## src/rtl/mwm_pkg.sv

```systemverilog
package mwm_pkg;

  // Default speed field width (two's complement)
  localparam int unsigned SPEED_WIDTH_DEF = 16;

  // Configuration register file
  localparam int unsigned NUM_REGS  = 4;
  localparam int unsigned CFG_IDX_W = 3;
  localparam int unsigned REG_RESET = 3500;

  localparam logic [CFG_IDX_W-1:0] REG_LIMIT_X        = 3'd0;
  localparam logic [CFG_IDX_W-1:0] REG_LIMIT_Y        = 3'd1;
  localparam logic [CFG_IDX_W-1:0] REG_LIMIT_ROTATION = 3'd2;
  localparam logic [CFG_IDX_W-1:0] REG_WHEEL_LIMIT    = 3'd3;

  // Number of wheels in the mix
  localparam int unsigned NUM_WHEELS = 4;

endpackage

```

## src/rtl/mwm_div_lane.sv

```systemverilog
// One wheel lane: pipelined restoring divider, one quotient bit per stage,
// followed by sign restore and bypass select.
module mwm_div_lane import mwm_pkg::*; #(
  parameter int unsigned SPEED_WIDTH = SPEED_WIDTH_DEF
) (
  input  logic                   clk_i,
  input  logic                   en_i,
  input  logic [2*SPEED_WIDTH-1:0] num_i,
  input  logic [SPEED_WIDTH:0]   den_i,
  input  logic                   neg_i,
  input  logic                   scale_i,
  input  logic [SPEED_WIDTH-1:0] byp_i,
  output logic [SPEED_WIDTH-1:0] res_o
);

  localparam int unsigned W  = SPEED_WIDTH;
  localparam int unsigned Q  = W - 1;   // quotient bits, one per stage
  localparam int unsigned AW = 2 * W;   // remainder (W+1) plus quotient (Q)

  logic [AW-1:0] acc_q [Q];
  logic [W:0]    den_q [Q];
  logic          neg_q [Q];
  logic          scl_q [Q];
  logic [W-1:0]  byp_q [Q];

  logic [AW-1:0] acc_d [Q];

  for (genvar j = 0; j < Q; j++) begin : g_stage
    logic [AW-1:0] src_acc;
    logic [W:0]    src_den;
    logic          src_neg;
    logic          src_scl;
    logic [W-1:0]  src_byp;
    logic [W+1:0]  trial;
    logic [W+1:0]  diff;
    logic          ge;

    if (j == 0) begin : g_first
      assign src_acc = num_i;
      assign src_den = den_i;
      assign src_neg = neg_i;
      assign src_scl = scale_i;
      assign src_byp = byp_i;
    end else begin : g_next
      assign src_acc = acc_q[j-1];
      assign src_den = den_q[j-1];
      assign src_neg = neg_q[j-1];
      assign src_scl = scl_q[j-1];
      assign src_byp = byp_q[j-1];
    end

    // Shift in the next numerator bit and try a subtract
    always_comb begin
      trial    = {src_acc[AW-1 -: W+1], src_acc[Q-1]};
      diff     = trial - {1'b0, src_den};
      ge       = (trial >= {1'b0, src_den});
      acc_d[j] = {(ge ? diff[W:0] : trial[W:0]), src_acc[Q-2:0], ge};
    end

    always_ff @(posedge clk_i) begin
      if (en_i) begin
        acc_q[j] <= acc_d[j];
        den_q[j] <= src_den;
        neg_q[j] <= src_neg;
        scl_q[j] <= src_scl;
        byp_q[j] <= src_byp;
      end
    end
  end

  // Sign restore on the quotient, or pass the unscaled speed
  logic [W-1:0] quot;

  always_comb begin
    quot = {1'b0, acc_q[Q-1][Q-1:0]};
    if (!scl_q[Q-1]) begin
      res_o = byp_q[Q-1];
    end else if (neg_q[Q-1]) begin
      res_o = -quot;
    end else begin
      res_o = quot;
    end
  end

endmodule

```

## config.mk

```make
export PLATFORM = sky130hd
export DESIGN_NAME = mwm_div_lane
export DESIGN_NICKNAME = d
export VERILOG_FILES = /design/src/rtl/mwm_pkg.sv /design/src/rtl/mwm_div_lane.sv
export SDC_FILE = /design/constraint.sdc
export NUM_CORES = 1
export LEC_CHECK = 0
export ABC_AREA = 1
export BUFFER_PORTS_ARGS = -buffer_cell sky130_fd_sc_hd__buf_4
export CAP_MARGIN = 20
export CORE_ASPECT_RATIO = 1.75
export CORE_MARGIN = 3
export CORE_UTILIZATION = 50
export CTS_CLUSTER_DIAMETER = 150
export DETAILED_ROUTE_END_ITERATION = 10
export PLACE_DENSITY = 0.74
export SETUP_SLACK_MARGIN = 0.4
export SLEW_MARGIN = 20
export SYNTH_ARGS = -nofsm -noshare
export SYNTH_HDL_FRONTEND = slang
export SYNTH_SLANG_ARGS = --single-unit
```

## constraint.sdc

```tcl
create_clock -name clk_i -period 2.8 [get_ports clk_i]
set_input_delay 0.14 -clock clk_i [delete_from_list [all_inputs] [get_ports clk_i]]
set_output_delay 0.14 -clock clk_i [all_outputs]
set_load 0.01 [all_outputs]
```

### Word-level counts from Yosys, hierarchy flattened

Memory sizes are Yosys's and may differ from the RTL's.
Index checks and enable logic that the tools add are counted.

* multiplexer cells: 19
* magnitude comparators: 15
* $add $sub $neg: 16

Operators by type and width (number)
* 18-bit by 17-bit greater-or-equal comparator with 1-bit output: 15
* 17-bit two-way mux: 15
* 17-bit subtractor: 15
* 16-bit two-way mux: 2
* 15-bit negator with 16-bit output: 1
* 1-bit two-way mux: 2

* bits in writable memories: 1005
* memories kept: 5
* input bits: 69
* output and inout bits: 16
* bits in registers: 0
* word-level logic and storage cells: 55

Memories
* acc_q: words 15, bits a word 32, rd ports 15, clocked after memory_dff 0, wr ports 15, RTL line mwm_div_lane.sv:20 `logic [AW-1:0] acc_q [Q];`
* den_q: words 15, bits a word 17, rd ports 14, clocked after memory_dff 0, wr ports 15, RTL line mwm_div_lane.sv:21 `logic [W:0] den_q [Q];`
* byp_q: words 15, bits a word 16, rd ports 15, clocked after memory_dff 0, wr ports 15, RTL line mwm_div_lane.sv:24 `logic [W-1:0] byp_q [Q];`
* neg_q: words 15, bits a word 1, rd ports 15, clocked after memory_dff 0, wr ports 15, RTL line mwm_div_lane.sv:22 `logic neg_q [Q];`
* scl_q: words 15, bits a word 1, rd ports 15, clocked after memory_dff 0, wr ports 15, RTL line mwm_div_lane.sv:23 `logic scl_q [Q];`

### Logic depth before layout (Yosys ltp)

Gate-level depths: netlist of the first run.
An unclocked memory read counts as a cell.

* depth in word-level cells: 4
* mapped depth: 15
* mapped depth without buffers: 14

### Worst setup path before layout of the first run

No wires, ideal clock.

* kind: register -> register
* from: memory acc_q[9][14] (netlist name)
* to: memory acc_q[10][18] (netlist name), data pin
* setup slack: 0.681 ns
* stages on the path, launching flop included: 16
* data arrival time: 1.867 ns
* library setup time: 0.252 ns
* buffers on the path: 1
* path through: edfxtp_1 -> inv_1 -> ha_1 -> inv_1 -> fa_1 -> nand2_1 -> nand2_1 -> nand3b_1 -> nand2_1 -> nand2_1 -> nand2_2 -> nand2_4 -> nand2_4 -> buf_6 -> nand2_1 -> nand2_1

RTL lines (RTL line)
* start, declared: mwm_div_lane.sv:20

==> results.md, run 1 <==
* Run status: complete, no violations
* Mapped Area at between 0.04 and 0.05 sq mm
* Post-synth EDFFs at ~970
* Most used flip-flop cell after synthesis: edfxtp_1
* Synth Area in Adders at around 7.0%
* CTS H-Tree Depth at 3
* Switching part of the total at around two fifths
* Maximum vdd drop at roughly 620 uV
* Nets at slightly below 6,000
* Max_cap viols at 0
* Sink Count at 971
* Crit end category: flip-flop
* Min Tclk post-route at roughly 2.4 ns
* Comb pwr share at 41.5%
* DP HPWL at slightly above 100,000 um
* Period utilization at between 80% and 90%
* RSZ-0062 raised after global routing: true
* # port buffers at between 80 and 90
* DRT iter0 DRCs at around 1,700
* Largest net degree at the start of global routing at just under 100
* CTS tree: built
* Required @ worst endpoint at approximately 3.3 ns
* I/O pins at 85
* Leak pwr at 27.5 nW
* CTS Buffer Depth at 3
* Final Instance Count excl. Fillers at between 6,000 and 7,000
* Share of the synthesized area in the top cell type at about three fifths
* NetSw at around 0.023 W
* Vias at approximately 36,000
* Floorplan row count at ~150
* Via-to-Cell Ratio at between 5 and 6
* Layout cell share with drive strength beyond 1 at 11.5%
* P_int at 0.0347 W
* Vias in the first global route at approximately 38,000
* Die height at 424 um
* # placed instances at approximately 6,600
* Delay of the slowest cell on the worst path at 0.40 ns
* Remaining DRCs at 0
* ANT nets after route at 0
* CP top delay family: simple AND/OR/NAND/NOR gates
* Register clock-pin slew on the reported worst setup and hold paths at approximately 0.070 ns
* WL final at roughly 130,000 um
* Max Clk Rate at a little over 0.4 GHz
* Synth Area in XOR/XNOR at between 1.5 and 2%
* Initial Util at about half
* Asr flop ratio synth at 0%
* Area leader, netlist: edfxtp_1
* WL/cell at roughly 19 um
* Post-synth cell types at 40
* Clk_skew at 0.0363 ns
* Worst path slowest cell: edfxtp_1
* Max transition margin at a little under three fifths
* Syn Area/Cell at 9.56 sq um
* P&R area growth vs syn at 16.8%
* Startpoint Class: flip-flop
* Core Util, Final at 59.2%
* Post-layout instance area at around 0.058 sq mm
* PwrDens at 984 mW/mm^2
* Cell mode on critical path: nand2_2
* CP Max Fanout at 18
* Register area share after synthesis at 58.3%
* Global-route wire length before repair at a little under 200,000 um
* CTS Buf Count at 89
* Synth Area in Compound Gates at approximately 1.8%
* Crit path cell chain: inv_1 -> ha_1 -> inv_2 -> fa_2 -> nand2_1 -> nand2_2 -> nand3b_1 -> nand2_2 -> nand2_2 -> nand2_1 -> nand2_4 -> buf_12 -> nand2_8 -> nand2_2 -> nand2_1
* Die area at around 0.10 sq mm
* Total grt overflow at 0
* Placed cell areas at 0.0526 sq mm
* Hold WC Path Type: input port to flip-flop
* Routability congestion estimate at between 0.9 and 1
* Mapped Cells at 5,230
* Clk_lat worst skew at approximately 0.71 ns
* Worst Path Arrival at ~2.9 ns
* Post-synthesis mux area share at 0%
* Sequential fraction of design power at 36.8%
* Final Hold Fails at 0
* Pre-antenna DRT Iters at 5
* Worst Path Buf+Inv at 3
* Register bit total from synthesis at 971
* Total core area at roughly 0.099 sq mm
* Simple-Gate Fraction of Synth Area at 23.0%
* Fin Setup TNS at 0 ns
* Final Max Tran Viols at 0
* Main combinational cell family by area after synthesis: simple AND/OR/NAND/NOR gates
* Clk pwr share at between 20 and 25%
* Reg2Reg Setup Slack at 0.39 ns
* Root buf cell: clkbuf_16
* Final setup violating endpoints at 0
* Syn Nets at approximately 5,600
* Crit path kind: flip-flop to flip-flop
* Initial antenna violation count at 5
* Slew @ Worst Pin at around 0.65 ns
* Chip Width at 245 um
* Area contributors post-synth: edfxtp_1 (58%), nand2_1 (14%), inv_1 (7.3%)
* GRT Total Usage at around a quarter
* YS warnings at 0
-- cells in the mapped netlist, types with 4 or more instances --
master	n
ha_1	256
or2_2	8
nor2_4	12
o21ai_0	16
edfxtp_1	971
xor2_1	87
nand3_1	403
nor3_1	22
nor4_4	10
nand2_4	22
a21oi_1	138
nand2_2	21
and3_1	12
fa_1	14
or2_0	5
xnor2_1	15
nand3b_1	24
buf_6	20
o21a_1	4
or2_1	12
buf_4	17
and2_1	18
nor2_1	189
nand2_1	1893
nor2_2	7
nand4_1	27
inv_1	968
o21ai_1	6
buf_2	9
-- repair_timing --
item	CTS	global route
cloned	0	13
endpoints found under the setup margin	222	249
hold endpoints to repair	99	0
hold buffers	71	0
pin swaps	9	77
gates resized for setup	46	196
buffers inserted	29	67
-- layer usage --
layer | track usage (%) | up-vias | share of wire, %
met4 | 29.1 | 0 | 15
li1 | - | 17600 | -
met1 | 16.8 | 16500 | 26
met5 | 0 | - | 0
met2 | 51.7 | 1016 | 56
met3 | 3.99 | 724 | 3.4
-- per-stage QoR --
stage	setup slack, ns	hold WS, ns	power, W
after detailed placement	0.0888	0.320	0.0429
after global placement	0.128	0.319	0.0425
final	0.387	0.165	0.0575
after floorplan	0.681	0.239	0.0360
after CTS	0.353	0.101	0.0559
after global routing	0.258	0.127	0.0612
-- worst paths after layout --
check,start,to,depth (start not counted)
setup / recovery,acc_q[3][14],acc_q[4][28],15
hold / removal,byp_i[11],byp_q[0][11],2
setup reg to reg,acc_q[3][14],acc_q[4][28],15
hold reg to reg,scl_q[7],scl_q[8],0
-- layout make-up --
cell class                 count  area [sq um]
antenna                        3          7.51
clock buffer                 102          2280
clock inverter                61           721
fill                        8160         40300
inverter                     971          3650
multi-input combinational   3247         17900
sequential                   971         29200
tap                         1309          1640
timing repair buffer         320          3030
timing repair inverter         1          7.51
-- power by group through the flow --
stage / clock, W / combinational, W / sequential, W
detailed placement: 0 / 0.0215 / 0.0214
global route: 0.0133 / 0.0266 / 0.0214
CTS: 0.0127 / 0.0220 / 0.0211
finish: 0.0125 / 0.0239 / 0.0212
floorplan: 0 / 0.0154 / 0.0206
global placement: 0 / 0.0212 / 0.0213
-- state kept, by name, indices dropped and copies added, names as in the netlist --
name	flops
scl_q	15
acc_q	463
byp_q	240
den_q	238
neg_q	15
-- placed cells by master, fill, tap and decap left out, drive strengths merged, types with 14 or more instances in the layout --
master,n
nor2,208
edfxtp,971
dlygate4sd3,71
and2,18
nand3,403
nand3b,24
fa,14
o21ai,25
nand2,1948
ha,256
or2,25
xor2,87
nand4,27
clkbuf,104
a21oi,138
nor3,24
buf,247
inv,977
xnor2,15
clkinv,37
-- logic make-up after synthesis --
group,Yosys count
compound gates,171
xor+xnor,102
fa+ha+maj,270
buf+inv,1022
flops,971
simple gates,2694
(Power assumes the default switching activity.)
==> run 2, diff against run 1 <==
--- a/config.mk
+++ b/config.mk
@@ -13,6 +13,7 @@
 export CORE_UTILIZATION = 50
 export CTS_CLUSTER_DIAMETER = 150
 export DETAILED_ROUTE_END_ITERATION = 10
+export MAX_ROUTING_LAYER = met4
 export PLACE_DENSITY = 0.74
 export SETUP_SLACK_MARGIN = 0.4
 export SLEW_MARGIN = 20
==> run 2 against run 1 <==
  * Cell count is 0.14% higher
  * Clock skew is 0.0057 ns lower
  * Via count up 0.81%
  * Largest cell class unchanged
  * Largest power group unchanged
==> results.md, run 2 (synthesized netlist as in run 1, its figures left out) <==
* Total core area at between 0.09 and 0.1 sq mm
* Via-to-Cell Ratio at roughly 5.2
* CTS H-Tree Depth at 3
* CTS tree: built
* Vias in the first global route at about 37,000
* Total grt overflow at 0
* Max transition margin at between 50% and 60%
* Crit end category: output pin
* Required @ worst endpoint at 2.66 ns
* Largest net degree at the start of global routing at a little over 100
* Worst Path Buf+Inv at 2
* Layout cell share with drive strength beyond 1 at 11.7%
* Vias at 36,100
* Slew @ Worst Pin at roughly 0.66 ns
* Final Power at a little under 0.06 W
* Period utilization at 87.1%
* # port buffers at 84
* CP top delay family: compound AO/OA/AOI/OAI gates
* Clk_lat worst skew at between 0.7 and 0.8 ns
* Worst path slowest cell: edfxtp_1
* Sink Count at between 900 and 1,000
* Initial antenna violation count at 9
* I/O pins at 85
* CP Max Fanout at 7
* Routability congestion estimate at a little over 1
* Register clock-pin slew on the reported worst setup and hold paths at about 0.07 ns
* Global-route wire length before repair at between 200,000 and 250,000 um
* Startpoint Class: flip-flop
* WL/cell at roughly 20 um
* Die height at between 400 and 500 um
* Run status: complete, no violations
* Delay of the slowest cell on the worst path at around 0.45 ns
* Worst Path Arrival at 2.30 ns
* GRT Total Usage at around 28%
* WL final at between 100,000 and 150,000 um
* Biggest regs: acc_q x463, byp_q x240, den_q x238
* P&R area growth vs syn at 16.9%
* Most flops, register: acc_q
* Max_cap viols at 0
* Final Max Tran Viols at 0
* ANT nets after route at 0
* Final Hold Fails at 0
* Root buf cell: clkbuf_16
* DP HPWL at around 110,000 um
* Pre-antenna DRT Iters at 7
* Nets at 5,947
* Maximum vdd drop at 573 uV
* # placed instances at 6,660
* Crit path cell chain: inv_2 -> ha_4 -> nand3_4 -> o21ai_4 -> nand3_2 -> a31oi_4 -> buf_6
* Min Tclk post-route at 2.44 ns
* Most frequent cells in the layout: nand2_1 (1,833), edfxtp_1 (971), inv_1 (956)
* Hold WC Path Type: input port to flip-flop
* Remaining DRCs at 0
* Chip Width at between 200 and 250 um
* Max Clk Rate at slightly above 0.4 GHz
* RSZ-0062 raised after global routing: true
* Most common cell after layout, fill and taps aside: nand2_1
* Final Instance Count excl. Fillers at ~7,000
* PwrDens at roughly 990 mW/mm^2
* Final setup violating endpoints at 0
* Fin Setup TNS at 0 ns
* Clk_skew at a little over 0.03 ns
* Floorplan row count at between 150 and 200
* Leak pwr at roughly 27 nW
* CTS Buffer Depth at 3
* Crit path kind: flip-flop to output pin
* Initial Util at 50.6%
* DRT iter0 DRCs at slightly below 2,000
* Max FFs per register at about 460
* Die area at 0.104 sq mm
* CTS Buf Count at 90
==> run 2: path summary, 6_finish.rpt <==
path            startpoint      endpoint  slack [ns]  cells past startpoint
min              den_i[12]  den_q[0][12]        0.15                      2
min reg2reg  byp_q[0][121]   byp_q[1][9]        0.41                      0
max reg2reg   acc_q[7][30]  acc_q[8][25]        0.42                     12
max           acc_q[14][1]     res_o[10]        0.36                      7
==> run 2: cell type report <==
cell class,instances,area (sq um)
Fill cell,8196,40300
Multi-Input combinational cell,3252,18000
Timing Repair Buffer,321,3050
Antenna cell,7,17.5
Inverter,971,3650
Clock inverter,58,623
Tap cell,1309,1640
Sequential cell,971,29200
Timing Repair inverter,1,7.51
Clock buffer,105,2310
==> run 2: metal layers <==
metal	track usage, %	vias up	wire [um]
met5	-	-	0
met1	17.6	16600	34800
li1	-	17600	-
met2	54.4	1111	79500
met4	31.1	0	21600
met3	3.92	828	5260
==> run 2: repair_timing <==
item,4_1_cts,5_1_grt
gates cloned,2,15
resized for setup,60,201
endpoints found under the hold margin,94,0
setup endpoints to repair,230,248
pin swaps,17,56
buffers inserted,35,45
hold buffers,68,0
==> run 2: worst reg2reg max path: stages, from the launching register on <==
cell and delay [ns]:
edfxtp_1 0.43, ha_4 0.30, inv_2 0.04, nor2_4 0.15
buf_6 0.14, nand4_1 0.28, nor2_1 0.20, nor2_1 0.07
nand2_2 0.10, clkinvlp_4 0.12, buf_12 0.16, nand2_1 0.07
nand2_2 0.07
==> run 2: report_power, final <==
part | switching (W) | leakage (nW) | internal, W
Clock | 0.00564 | 1.41 | 0.00666
Combinational | 0.0160 | 16.5 | 0.00835
Sequential | 0.00172 | 9.52 | 0.0195
Total | 0.0234 | 27.5 | 0.0345
==> run 2: metrics by stage <==
| step | area (sq um) | utilization [%] | worst slack (ns) | hold slack (ns) |
|---|---|---|---|---|
| after floorplan | 50000 | - | 0.681 | 0.239 |
| after global placement | 52700 | 53.4 | 0.127 | 0.319 |
| after detailed placement | 52700 | 53.4 | 0.103 | 0.320 |
| after CTS | 57000 | 57.8 | 0.382 | 0.111 |
| after global routing | 58400 | 59.2 | 0.273 | 0.139 |
| final | 58400 | 59.2 | 0.362 | 0.153 |
